**src/sv/mpe_pkg.sv**
```systemverilog
package mpe_pkg;

   localparam int COUNT_BITS   = 24;
   localparam int SQ_BITS      = 4;
   localparam int IN_BITS      = 64;
   localparam int MAG_OUT_BITS = 63;
   localparam int CSR_ADDR_BITS = 3;
   localparam int CSR_DATA_BITS = 32;

   localparam logic [COUNT_BITS-1:0] MAX_ITER_RESET  = 24'd256;
   localparam logic [SQ_BITS-1:0]    SQUARINGS_RESET = 4'd1;

   typedef enum logic [0:0] {
      REG_MAX_ITER  = 1'b0,
      REG_SQUARINGS = 1'b1
   } reg_idx_type;

   typedef enum logic [3:0] {
      OP_NONE,
      OP_LOAD,
      OP_MSEL,
      OP_PP,
      OP_FIN,
      OP_UPDZ,
      OP_MAG,
      OP_ADDC,
      OP_SNAP
   } op_type;

   typedef enum logic [1:0] {
      SEL_II,
      SEL_RR,
      SEL_IR
   } sel_type;

   typedef struct packed {
      op_type     op;
      sel_type    sel;
      logic [1:0] pp;
   } cmd_type;

   typedef struct packed {
      logic escape;
      logic match;
   } status_type;

endpackage

```
**src/sv/mpe_ctrl.sv**
```systemverilog
module mpe_ctrl #(
   parameter int PERIOD_SPAN = 20
) (
   input  logic                             clock,
   input  logic                             reset,
   input  logic                             start,
   output logic                             busy,
   input  logic [mpe_pkg::COUNT_BITS-1:0]   max_iterations,
   input  logic [mpe_pkg::SQ_BITS-1:0]      squarings,
   input  mpe_pkg::status_type              status,
   output mpe_pkg::cmd_type                 cmd,
   output logic                             rsp_valid,
   output logic [mpe_pkg::COUNT_BITS-1:0]   rsp_remaining_count
);
   import mpe_pkg::*;

   localparam int PHASE_BITS = $clog2(PERIOD_SPAN + 1);
   localparam logic [PHASE_BITS-1:0] PHASE_LAST = PHASE_BITS'(PERIOD_SPAN);

   typedef enum logic [3:0] {
      S_IDLE,
      S_MSEL,
      S_PP,
      S_DRAIN,
      S_FIN,
      S_UPD,
      S_MAG,
      S_ESC,
      S_ADDC,
      S_PER
   } state_type;

   state_type             state_ff;
   sel_type               sel_ff;
   logic [1:0]            pp_ff;
   logic [SQ_BITS-1:0]    sq_cnt_ff, sq_total_ff;
   logic [COUNT_BITS-1:0] count_ff, rsp_count_ff;
   logic [PHASE_BITS-1:0] phase_ff;
   logic                  snap_valid_ff, rsp_valid_ff, periodic;

   assign busy     = (state_ff != S_IDLE);
   assign periodic = snap_valid_ff && status.match;

   always_comb begin
      cmd.op  = OP_NONE;
      cmd.sel = sel_ff;
      cmd.pp  = pp_ff;
      case (state_ff)
         S_IDLE:  if (start) cmd.op = OP_LOAD;
         S_MSEL:  cmd.op = OP_MSEL;
         S_PP:    cmd.op = OP_PP;
         S_FIN:   cmd.op = OP_FIN;
         S_UPD:   cmd.op = OP_UPDZ;
         S_MAG:   cmd.op = OP_MAG;
         S_ADDC:  cmd.op = OP_ADDC;
         S_PER:   if (!periodic && (phase_ff >= PHASE_LAST)) cmd.op = OP_SNAP;
         default: cmd.op = OP_NONE;
      endcase
   end

   always_ff @(posedge clock) begin
      if (reset) begin
         state_ff      <= S_IDLE;
         sel_ff        <= SEL_II;
         pp_ff         <= '0;
         sq_cnt_ff     <= '0;
         sq_total_ff   <= SQUARINGS_RESET;
         count_ff      <= '0;
         rsp_count_ff  <= '0;
         phase_ff      <= '0;
         snap_valid_ff <= 1'b0;
         rsp_valid_ff  <= 1'b0;
      end else begin
         rsp_valid_ff <= 1'b0;
         case (state_ff)
            S_IDLE: begin
               if (start) begin
                  count_ff      <= (max_iterations == '0) ? COUNT_BITS'(1) : max_iterations;
                  sq_total_ff   <= (squarings == '0) ? SQ_BITS'(1) : squarings;
                  sq_cnt_ff     <= '0;
                  phase_ff      <= '0;
                  snap_valid_ff <= 1'b0;
                  sel_ff        <= SEL_II;
                  state_ff      <= S_MSEL;
               end
            end
            S_MSEL: begin
               pp_ff    <= '0;
               state_ff <= S_PP;
            end
            S_PP: begin
               pp_ff <= pp_ff + 2'd1;
               if (&pp_ff) begin
                  state_ff <= S_DRAIN;
               end
            end
            S_DRAIN: state_ff <= S_FIN;
            S_FIN: begin
               case (sel_ff)
                  SEL_II: begin
                     sel_ff   <= SEL_RR;
                     state_ff <= S_MSEL;
                  end
                  SEL_RR: begin
                     sel_ff   <= SEL_IR;
                     state_ff <= S_MSEL;
                  end
                  default: state_ff <= S_UPD;
               endcase
            end
            S_UPD: begin
               sel_ff <= SEL_II;
               if (sq_cnt_ff == sq_total_ff - SQ_BITS'(1)) begin
                  sq_cnt_ff <= '0;
                  state_ff  <= S_MAG;
               end else begin
                  sq_cnt_ff <= sq_cnt_ff + SQ_BITS'(1);
                  state_ff  <= S_MSEL;
               end
            end
            S_MAG: state_ff <= S_ESC;
            S_ESC: begin
               if (status.escape) begin
                  rsp_count_ff <= count_ff;
                  rsp_valid_ff <= 1'b1;
                  state_ff     <= S_IDLE;
               end else begin
                  state_ff <= S_ADDC;
               end
            end
            S_ADDC: state_ff <= S_PER;
            S_PER: begin
               if (periodic) begin
                  rsp_count_ff <= '0;
                  rsp_valid_ff <= 1'b1;
                  state_ff     <= S_IDLE;
               end else begin
                  if (phase_ff >= PHASE_LAST) begin
                     snap_valid_ff <= 1'b1;
                     phase_ff      <= '0;
                  end else begin
                     phase_ff <= phase_ff + PHASE_BITS'(1);
                  end
                  if (count_ff == COUNT_BITS'(1)) begin
                     rsp_count_ff <= '0;
                     rsp_valid_ff <= 1'b1;
                     state_ff     <= S_IDLE;
                  end else begin
                     count_ff <= count_ff - COUNT_BITS'(1);
                     state_ff <= S_MSEL;
                  end
               end
            end
            default: state_ff <= S_IDLE;
         endcase
      end
   end

   assign rsp_valid           = rsp_valid_ff;
   assign rsp_remaining_count = rsp_count_ff;

   // A result only follows one of the two decision states.
   assert property (@(posedge clock) disable iff (reset)
      rsp_valid |-> $past(state_ff == S_ESC || state_ff == S_PER))
      else $error("result strobe without a decision");

   assert property (@(posedge clock) disable iff (reset)
      rsp_valid |=> !rsp_valid)
      else $error("result strobe longer than one cycle");

   assert property (@(posedge clock) disable iff (reset)
      busy |-> (count_ff != '0 && sq_cnt_ff < sq_total_ff))
      else $error("iteration counters out of range while busy");

   assert property (@(posedge clock) disable iff (reset)
      (start && !busy) |=> (busy && state_ff == S_MSEL && sel_ff == SEL_II))
      else $error("accepted request did not start the first multiply");

endmodule
```
**config.mk**
```make
export PLATFORM = sky130hd
export DESIGN_NAME = mpe_ctrl
export DESIGN_NICKNAME = d
export VERILOG_FILES = /design/src/sv/mpe_pkg.sv /design/src/sv/mpe_ctrl.sv
export SDC_FILE = /design/constraint.sdc
export NUM_CORES = 1
export LEC_CHECK = 0
export BUFFER_PORTS_ARGS = -buffer_cell sky130_fd_sc_hd__clkbuf_2
export CORE_ASPECT_RATIO = 1.2
export CORE_UTILIZATION = 26
export CTS_CLUSTER_SIZE = 16
export DETAILED_ROUTE_END_ITERATION = 10
export GPL_TIMING_DRIVEN = 0
export PLACE_DENSITY = 0.41
export SLEW_MARGIN = 20
export SYNTH_ARGS = -nofsm -noshare
export SYNTH_HDL_FRONTEND = slang
export SYNTH_SLANG_ARGS = --single-unit
```
**constraint.sdc**
```tcl
create_clock -name clock -period 6.4 [get_ports clock]
set_input_delay 1.28 -clock clock [delete_from_list [all_inputs] [get_ports clock]]
set_output_delay 1.28 -clock clock [all_outputs]
set_load 0.02 [all_outputs]
```
==> metrics.md <==
| Metric | Value |
|---|---|
| Hold Path End | rsp_remaining_count[4] |
| Seq cells post-synth | 71 |
| Post-Syn Nets | 545 |
| Pre-antenna DRT Iters | 4 |
| Setup TNS | 0 ns |
| Cells on Worst Hold Path | 2 |
| DR iter-0 viols | 247 |
| Crit path max fanout | 9 |
| Global-route wire length before repair | 21300 um |
| Static leakage | 0.00173 uW |
| Crit. End Element | primary output |
| Die Footprint | 15300 um^2 |
| Number of global-route vias before repair | 3953 |
| WL final | 13300 um |
| RSZ-0062 raised after global routing | no |
| Yosys warnings | 0 |
| DR WL/cell | 17.5 um |
| Post-synthesis async set-or-reset flop share | 0% |
| Hpwl dp | 9950 um |
| Antenna cells | 0 |
| # clock sinks | 71 |
| Share of layout cells above drive strength 1 | 16.2% |
| Commonest non-fill, non-tap cell in the layout | dfxtp_1 |
| Fmax | 279 MHz |
| Worst reg2reg path depth | 7 |
| Clock Latency Late Sink | 0.35 ns |
| Chip width | 113 um |
| Worst Hold Class | reg -> reg |
| Seq/Total Area, Yosys | 36.9% |
| Core Footprint | 14400 um^2 |
| Worst R2R End | rsp_remaining_count[21] |
| Worst path required time | 5.12 ns |
| Largest area contributor in the netlist | dfxtp_1 |
| # Max-Cap Violations | 0 |
| Skew final | 0.00993 ns |
| Synth area leaders | dfxtp_1, a21oi_1, o21ai_0 |
| Max-Slew Margin vs Limit | 44.5% |
| Via/cell ratio | 5.29 |
| WP data arrival | 2.30 ns |
| Status | finished, final reports clean |
| Worst slew pin tran | 0.825 ns |
| Post-CTS Resized | 0 |
| Area growth, synth to finish | 22.0% |
| Fin. max-slew vios | 0 |
| Crit start category | flop |
| PD cells | 270 nW/um^2 |
| Crit path time final | 3.58 ns |
| H-tree depth | 3 |
| Synthesized area per cell | 7.62 um^2 |
| CTS tree | done |
| Hold_buf cts | 0 |
| IO Count | 67 |
| CP Class | reg -> out |
| Vias | 4034 |
| Synth unique cells | 56 |
| FILL cells | 1625 |
| Root Driver | clkbuf_16 |
| Final #Nets | 622 |
| Detail Route Antenna Nets | 0 |
| Die height | 135 um |
| Tot GR Track Use | 18.1% |
| Post-synth EDFFs | 0 |
| Final hold vios | 0 |
| Residual DRC | 0 |
| Mapped Area | 3850 um^2 |
| Total CTS buffers | 9 |
| CTS clock-pin slew for the worst setup and hold paths | 0.06 ns |
| Fin cells | 762 |
| Input/output buffers | 66 |
| Commonest non-fill, non-tap cells in the layout | dfxtp_1, a21oi_1, clkbuf_2 |
| Initial Util | 26.7% |
| Cell count after synthesis | 505 |
| Initial antenna violation count | 0 |
| DP Cell Count | 746 |
| RR Startpoint | state_ff[0] |
| Top-area cell type share of the netlist area | 36.9% |
| Hold wc startpoint | rsp_remaining_count[4] |
| Grt total ovfl | 0 |
| Ys flop type | dfxtp_1 |
| Max VDD drop | 0.0000972 V |
| Deepest clock path buffer count | 2 |
| RePlAce Congestion | 0.814 |
| Setup violations, final | 0 |
| Post-CTS setup buffers | 0 |
| Flop2flop setup slack | 3.42 ns |
| # rows | 48 |
| Largest net degree at the start of global routing | 13 |
| Final Cycle Share | 56.0% |
state kept, by name, indices dropped and copies added, names as in the netlist:
| signal | cells |
|---|---|
| sq_cnt_ff | 4 |
| state_ff | 4 |
| rsp_remaining_count | 24 |
| count_ff | 24 |
| sel_ff | 2 |
| sq_total_ff | 4 |
| pp_ff | 2 |
| snap_valid_ff | 1 |
| rsp_valid | 1 |
| phase_ff | 5 |
Yosys cell counts (3+ instances only):
library cell / n
or3_1: 9
nand3_1: 34
buf_1: 3
o21ai_0: 57
nand4_1: 5
ha_1: 7
or4_1: 4
o31ai_1: 3
and2_1: 3
nand2b_1: 10
a21oi_1: 66
nor3_1: 12
inv_1: 10
nand2_1: 55
nor2_1: 29
o41ai_1: 5
xnor2_1: 7
nor4_1: 11
o21a_1: 7
a211oi_1: 4
o211ai_1: 3
clkbuf_1: 33
dfxtp_1: 71
a31oi_1: 4
a21o_1: 3
a22o_1: 4
o32ai_1: 3
worst max-delay path, cell delays in order, from the launching register on:
cell	delay (ns)
dfxtp_1	0.30
clkbuf_1	0.31
nor4bb_1	0.65
nand2_1	0.28
nor2_1	0.21
clkbuf_2	0.20
where the power goes:
part | switching [uW] | internal (uW) | leakage [uW]
sequential | 28.7 | 464 | 0.000577
clock | 204 | 310 | 0.000144
combinational | 169 | 92.0 | 0.00101
logic make-up after synthesis:
kind of cell / count (synthesis) / share of synthesized area [%]
buffers and inverters: 49 / 5.17
and+or+nand+nor: 191 / 25.5
AOI/OAI and AO/OA: 175 / 27.2
xor gates and xnor gates: 9 / 2.05
adders and majority gates: 7 / 2.27
muxes: 3 / 0.812
DFF: 71 / 36.9
area by class of cell:
type | instances | area, um^2 | area share [%]
inverters | 10 | 37.5 | 0.799
clock inverters | 6 | 60.1 | 1.28
plain buffers | 39 | 161 | 3.44
clock buffers | 10 | 239 | 5.09
well taps | 175 | 219 | 4.66
repair buffers | 66 | 330 | 7.03
flip-flops and latches | 71 | 1420 | 30.3
multi-input cells | 385 | 2230 | 47.5
worst max path at each step:
stage | cells after the start | end | from | slack (ns)
after CTS | 5 | cmd[7] | state_ff[0] | 2.81
after global routing | 5 | cmd[7] | state_ff[0] | 2.63
after floorplan | 3 | cmd[7] | status[0] | 3.37
after global placement | 5 | cmd[7] | status[0] | 3.09
after detailed placement | 5 | cmd[7] | status[0] | 3.08
final | 5 | cmd[7] | state_ff[0] | 2.82
per-layer routing:
metal	track usage, %	part of all wire [%]	vias up
li1	-	-	2000
met5	0	0	-
met4	7.38	1.8	0
met1	23.1	46	1926
met2	30.8	48	95
met3	2.55	3.6	13
through the flow:
step	hold WS, ns	area, um^2	power, uW	worst slack (ns)	utilization, %
floorplan	0.434	3850	674	3.37	-
global placement	0.455	4400	762	3.09	30.5
detailed placement	0.467	4400	763	3.08	30.5
CTS	0.477	4700	1280	2.81	32.6
global route	0.497	4700	1330	2.63	32.6
finish	0.471	4700	1270	2.82	32.6
(Power assumes the default switching activity.)
