==> config.mk <==
export PLATFORM = sky130hd
export DESIGN_NAME = mpe_csr
export DESIGN_NICKNAME = d
export VERILOG_FILES = /design/src/sv/mpe_pkg.sv /design/src/sv/mpe_csr.sv
export SDC_FILE = /design/constraint.sdc
export NUM_CORES = 1
export LEC_CHECK = 0
export ABC_CLOCK_PERIOD_IN_PS = 1200
export BUFFER_PORTS_ARGS = -buffer_cell sky130_fd_sc_hd__buf_4
export CELL_PAD_IN_SITES_DETAIL_PLACEMENT = 0
export CELL_PAD_IN_SITES_GLOBAL_PLACEMENT = 2
export CORE_ASPECT_RATIO = 1.1
export CORE_MARGIN = 4
export CORE_UTILIZATION = 23
export CTS_BUF_LIST = sky130_fd_sc_hd__clkbuf_8
export DETAILED_ROUTE_END_ITERATION = 12
export PLACE_DENSITY = 0.82
export SYNTH_ARGS = -nofsm -noshare
export SYNTH_HDL_FRONTEND = slang
export SYNTH_SLANG_ARGS = --single-unit
==> constraint.sdc <==
create_clock -name clock -period 1.2 [get_ports clock]
set_input_delay 0.12 -clock clock [delete_from_list [all_inputs] [get_ports clock]]
set_output_delay 0.12 -clock clock [all_outputs]
set_load 0.1 [all_outputs]
==> src/sv/mpe_pkg.sv <==
package mpe_pkg;

   localparam int COUNT_BITS   = 24;
   localparam int SQ_BITS      = 4;
   localparam int IN_BITS      = 64;
   localparam int MAG_OUT_BITS = 63;
   localparam int CSR_ADDR_BITS = 3;
   localparam int CSR_DATA_BITS = 32;

   localparam logic [COUNT_BITS-1:0] MAX_ITER_RESET  = 24'd256;
   localparam logic [SQ_BITS-1:0]    SQUARINGS_RESET = 4'd1;

   typedef enum logic [0:0] {
      REG_MAX_ITER  = 1'b0,
      REG_SQUARINGS = 1'b1
   } reg_idx_type;

   typedef enum logic [3:0] {
      OP_NONE,
      OP_LOAD,
      OP_MSEL,
      OP_PP,
      OP_FIN,
      OP_UPDZ,
      OP_MAG,
      OP_ADDC,
      OP_SNAP
   } op_type;

   typedef enum logic [1:0] {
      SEL_II,
      SEL_RR,
      SEL_IR
   } sel_type;

   typedef struct packed {
      op_type     op;
      sel_type    sel;
      logic [1:0] pp;
   } cmd_type;

   typedef struct packed {
      logic escape;
      logic match;
   } status_type;

endpackage

==> src/sv/mpe_csr.sv <==
module mpe_csr (
   input  logic                                clock,
   input  logic                                reset,
   input  logic                                psel,
   input  logic                                penable,
   input  logic                                pwrite,
   input  logic [mpe_pkg::CSR_ADDR_BITS-1:0]   paddr,
   input  logic [mpe_pkg::CSR_DATA_BITS-1:0]   pwdata,
   output logic [mpe_pkg::CSR_DATA_BITS-1:0]   prdata,
   output logic                                pready,
   output logic [mpe_pkg::COUNT_BITS-1:0]      max_iterations,
   output logic [mpe_pkg::SQ_BITS-1:0]         squarings
);
   import mpe_pkg::*;

   logic [COUNT_BITS-1:0] max_iter_ff;
   logic [SQ_BITS-1:0]    squarings_ff;
   reg_idx_type           index;

   // Registers sit on 4-byte boundaries, so bit 2 selects the register.
   assign index  = reg_idx_type'(paddr[2]);
   assign pready = 1'b1;

   always_ff @(posedge clock) begin
      if (reset) begin
         max_iter_ff  <= MAX_ITER_RESET;
         squarings_ff <= SQUARINGS_RESET;
      end else if (psel && penable && pwrite) begin
         case (index)
            REG_MAX_ITER:  max_iter_ff  <= pwdata[COUNT_BITS-1:0];
            REG_SQUARINGS: squarings_ff <= pwdata[SQ_BITS-1:0];
            default: ;
         endcase
      end
   end

   always_comb begin
      case (index)
         REG_MAX_ITER:  prdata = CSR_DATA_BITS'(max_iter_ff);
         REG_SQUARINGS: prdata = CSR_DATA_BITS'(squarings_ff);
         default:       prdata = '0;
      endcase
   end

   assign max_iterations = max_iter_ff;
   assign squarings      = squarings_ff;

endmodule

==> results of run 1 <==
==> state kept, by name (all words and copies together), names as in the netlist <==
| signal | count |
|---|---|
| squarings | 4 |
| max_iterations | 24 |
==> per-layer routing <==
layer | track usage, % | wire [um]
met1 | 12.09 | 1552
met2 | 17.03 | 2044
met3 | 2.643 | 333
met4 | 2.770 | 21
met5 | 0 | 0
==> layout by cell type, fill, tap and decap left out <==
cell	n
and4b_2	1
buf_12	7
buf_4	65
buf_6	18
clkbuf_8	3
clkinv_1	1
conb_1	9
dfxtp_4	28
mux2_4	4
mux2i_1	28
nand2b_1	49
nand4_1	1
nor2_1	4
nor2b_4	20
==> per-stage QoR <==
stage               instances  setup TNS [ns]  worst slack (ns)
finish                    318       -0.001444         -0.001444
global route              318         -0.1460          -0.04012
CTS                       318        -0.05049          -0.01414
detailed placement        309               0           0.01624
global placement          309               0           0.03995
floorplan                 164         -0.7117          -0.03559
==> worst max-delay path: cells and delay by family, from the launching register on <==
kind / cells / cell delay, ns
flops: 1 / 0.36
buf+inv: 1 / 0.17
mux: 1 / 0.28
==> synth_stat cells <==
library cell	number	share of area [%]
clkbuf_1	7	1.7
buf_4	9	4.5
buf_6	2	1.5
nor2_1	4	0.99
nand4_1	1	0.41
buf_12	2	2.6
nand2b_1	49	20
mux2_2	4	3.0
conb_1	2	0.50
and4b_1	1	0.66
dfxtp_1	28	37
mux2i_1	28	19
nor2b_1	20	8.3
==> power groups by stage <==
stage          Combinational (mW)  Clock (mW)  Sequential [mW]
5_1_grt                     0.751       0.618            0.920
3_3_place_gp                0.697           0            0.939
6_report                    0.722       0.539            0.916
4_1_cts                     0.721       0.579            0.917
3_5_place_dp                0.699           0            0.940
2_1_floorplan               0.420           0             1.09
==> kinds of logic after synthesis <==
group / synth area share (%)
and+or+nand+nor: 30.60
other: 0.4965
muxes: 21.51
DFF: 37.06
buffers and inverters: 10.34
==> what timing repair did <==
action | CTS | global route
endpoints found under the setup margin | 4 | 22
gates resized for setup | 12 | 18
buffers inserted | 5 | 0
hold buffers | 0 | 0
==> cell type report <==
cell class                      count  share of cell area (%)
Clock buffer                        3                   1.570
Clock inverter                      1                  0.1427
Multi-Input combinational cell    116                   37.58
Sequential cell                    28                   25.31
Tap cell                           80                   3.806
Timing Repair Buffer               90                   31.59
==> final timing paths <==
| kind | startpoint | end | slack, ns | depth (start not counted) |
|---|---|---|---|---|
| worst max-delay path | max_iterations[1] | prdata[1] | -0.001 | 2 |
| worst min-delay path | pwdata[22] | max_iterations[22] | 0.09 | 3 |
| worst min register to register | max_iterations[7] | max_iterations[7] | 0.50 | 2 |
| worst max register to register | squarings[2] | squarings[2] | 0.48 | 3 |
==> flow_summary.yaml, run 1 <==
timing:
  skew_ns: 0
  whs_ns: 0.09178
  hold_violations: 0
  setup_slack_ns: -0.001444
  post-route-min-period_ns: 1.201
  rsz0062_at_grt: "yes"
  max_freq_mhz: 832.3
  slew_violations: 0
  period_share_pct: 100.1
  finalSetupViolCount: 1
worst_setup_path:
  path_cells: "mux2_4 -> buf_12"
  worst-setup-path-type: "flip-flop to primary output"
  crit_path_end_kind: "primary output"
  crit_required_ns: 1.08
  start_kind: "flip-flop"
  cp_slowest_cell: "dfxtp_4"
  crit_arrival_ns: 1.08
  path_max_fanout: 2
  critPathMaxStageDelay_ns: 0.36
synth:
  synth-seq-cells: 28
  yosys_warnings: 0
  ys_seq_area_share_pct: 37.06
  ys_types: 13
  avgSynthCellArea_um2: 9.635
  synth_area_um2: 1513
  synthCells: 157
pwr:
  power_density_nw_per_um2: 827.7
  clkPwrFrac_pct: 24.7
  switching_share_pct: 38.00
  p_int_mw: 1.350
  power_mw: 2.177
  p_leak_nw: 1.090
  switchingPower_mw: 0.8272
  ir_worst_vdd_v: 0.0003891
  power_frac_seq_pct: 42.1
  p_comb_share_pct: 33.2
cells_and_area:
  fin_nets: 279
  utilization_pct: 41.96
  nFillCells: 614
  diodes: 0
  area_growth_pct: 73.86
  final_area_um2: 2630
  multi_input_area_um2: 988.4
  drive_gt1_share_pct: 61.34
  regArea_um2: 665.6
hold_path:
  hold_class: "input pin to flip-flop"
floorplan:
  rows: 30
  core_area_um2: 6269
  fp.dieArea_um2: 7940
  fp.dieH_um: 93.06
  io_pins: 101
  start_util_pct: 24.13
  fp.dieW_um: 85.33
placement:
  dp_hpwl_um: 2889
  place.gp.congestion: 0.6334
  io_buffer_count: 81
  dpl-instance-area_um2: 2430
global_routing:
  grt_pass1_vias: 1298
  overflow: 0
  grt_max_degree: 54
  grtUsageTotal_pct: 9.902
  grt_pass1_wl_um: 6354
  antenna_found_initial: 0
route:
  wl_per_cell_um: 12.42
  vias_per_cell: 4.075
  ant_nets: 0
  drtIter0Drc: 31
  finalWirelength_um: 3951
  drc: 0
  dr.pass1.iters: 4
  routed-via-count: 1296
clock_tree:
  tritoncts: "built"
  clk_pin_slew_ns: 0.10
  cts-root-buf: "clkbuf_8"
  cts_buffer_depth: 2
  cts.sinks: 28
  cts_buffers: 3
  clock_latency_ns: 0.27
  htreeDepth: 1
status:
  status: "finished, violations left"
  violations: "negative setup slack"
run:
  drv_cap: 0
Power figures use the tool's default switching activity.
==> run 2, diff against run 1 <==
Settings changed: CORE_MARGIN 4 to 2, RECOVER_POWER from default to 25.
==> run 2 against run 1 <==
Net effect: the flow now finishes without violations; clock skew did not move; fmax rose by 0.22%; worst setup slack improved by 0.0027 ns; clock power fell by 2%; sequential cell count did not move; final area fell by 1.7%; largest power group unchanged.
==> flow_summary.yaml, run 2 (synthesis gave the netlist of run 1 again) <==
status:
  status: "complete, no violations"
cells_and_area:
  fin_nets: 279
  nFillCells: 667
  final_cell_mix: "67 x buf_4, 49 x nand2b_1, 28 x mux2i_1, 28 x dfxtp_4, 20 x nor2b_4"
  largest_reg_flops: 24
  final_area_um2: 2585
  diodes: 0
  mostFrequentLayoutCell: "buf_4"
  drive_gt1_share_pct: 60.92
  area_growth_pct: 70.89
global_routing:
  grtUsageTotal_pct: 10.62
  overflow: 0
  grt_pass1_vias: 1201
  grt_max_degree: 54
  grt_pass1_wl_um: 5996
  antenna_found_initial: 0
route:
  routed-via-count: 1291
  drtIter0Drc: 26
  ant_nets: 0
  finalWirelength_um: 3843
  dr.pass1.iters: 2
  drc: 0
  vias_per_cell: 4.034
  wl_per_cell_um: 12.01
worst_setup_path:
  cp_slowest_cell: "dfxtp_4"
  r2r_end: "max_iterations[3]"
  ff2ff_path_depth: 3
  path_cells: "mux2_4 -> buf_12"
  critPathMaxStageDelay_ns: 0.35
  crit_required_ns: 1.08
  reg2reg_slack_ns: 0.48
  cp_top_family: "flip-flops"
  crit_buf_inv: 1
  path_max_fanout: 2
  worst-setup-path-type: "flip-flop to primary output"
  crit_path_end_kind: "primary output"
  crit_arrival_ns: 1.08
  r2r_start: "max_iterations[3]"
  start_kind: "flip-flop"
pwr:
  p_leak_nw: 1.078
  p_int_mw: 1.339
  power_density_nw_per_um2: 832.3
  switchingPower_mw: 0.8122
  p_comb_share_pct: 33.0
  ir_worst_vdd_v: 0.0004268
  switching_share_pct: 37.75
  clkPwrFrac_pct: 24.4
  power_frac_seq_pct: 42.6
floorplan:
  rows: 31
  fp.dieH_um: 89.06
  fp.dieW_um: 81.33
  fp.dieArea_um2: 7242
  start_util_pct: 23.35
  core_area_um2: 6477
  io_pins: 101
hold_path:
  holdPathStages: 3
  hold_class: "input pin to flip-flop"
  hp-start: "pwdata[5]"
  holdPathEnd: "max_iterations[5]"
timing:
  slew_violations: 0
  skew_ns: 0
  post-route-min-period_ns: 1.199
  setup_tns_ns: 0
  max_freq_mhz: 834.2
  hold_violations: 0
  whs_ns: 0.09486
  rsz0062_at_grt: "yes"
  finalSetupViolCount: 0
  period_share_pct: 99.90
clock_tree:
  clk_pin_slew_ns: 0.10
  htreeDepth: 1
  cts_buffers: 3
  hold_buffers: 0
  cts.sinks: 28
  cts_buffer_depth: 2
  cts-root-buf: "clkbuf_8"
  tritoncts: "built"
  clock_latency_ns: 0.27
placement:
  io_buffer_count: 81
  place.gp.congestion: 0.6162
  dp_hpwl_um: 2755
  dpl-instance-area_um2: 2420
run:
  drv_cap: 0
==> run 2: cell types whose count changed in the layout (fill, tap and decap cells not counted), sizes merged <==
cell and delta:
buf -2, clkbuf +2
==> run 2: power by group through the flow <==
stage,combinational (mW),sequential [mW],clock [mW]
after floorplan,0.420,1.09,0
after global placement,0.691,0.940,0
after detailed placement,0.694,0.940,0
after CTS,0.716,0.917,0.578
after global routing,0.744,0.920,0.603
final,0.710,0.916,0.526
==> run 2: worst max-delay path by stage <==
stage	from	to	slack [ns]	cells after the start
2_1_floorplan	max_iterations[10]	prdata[10]	-0.04	1
3_3_place_gp	paddr[2]	squarings[0]	-0.12	4
3_5_place_dp	paddr[2]	squarings[2]	-0.16	4
4_1_cts	max_iterations[3]	prdata[3]	-0.02	2
5_1_grt	squarings[3]	prdata[3]	-0.03	2
6_report	max_iterations[3]	prdata[3]	0.001	2
==> run 2: final cells by class <==
type	count	area (um^2)	share of cell area [%]
Clock buffer	3	41.29	1.597
Clock inverter	1	3.754	0.1452
Sequential cell	28	665.6	25.75
Multi-Input combinational cell	116	987.2	38.19
Tap cell	82	102.6	3.969
Timing Repair Buffer	90	784.5	30.35
==> run 2: what timing repair did <==
item / in CTS / in global routing
setup endpoints to repair: 4 / 21
resized for setup: 12 / 17
setup buffers: 5 / 0
==> run 2: metal layers <==
layer | GRT usage (%) | up-vias | part of all wire [%]
li1 | - | 643 | -
met1 | 13.10 | 601 | 42
met2 | 18.70 | 45 | 51
met3 | 2.222 | 2 | 7.0
met4 | 2.773 | 0 | 0.44
met5 | 0 | - | 0
==> run 2: tightest hold or removal path, cell delays in order <==
cell      delay, ns
buf_4          0.11
nand2b_1       0.05
mux2i_1        0.06
==> run 2: through the flow <==
step           std cells  power (mW)  setup WS, ns  utilization [%]
2_1_floorplan        164       1.507      -0.03559                -
3_3_place_gp         311       1.631       -0.1182            37.36
3_5_place_dp         311       1.634       -0.1598            37.36
4_1_cts              320       2.210      -0.01694            39.41
5_1_grt              320       2.267      -0.03285            39.91
6_report             320       2.151      0.001217            39.91
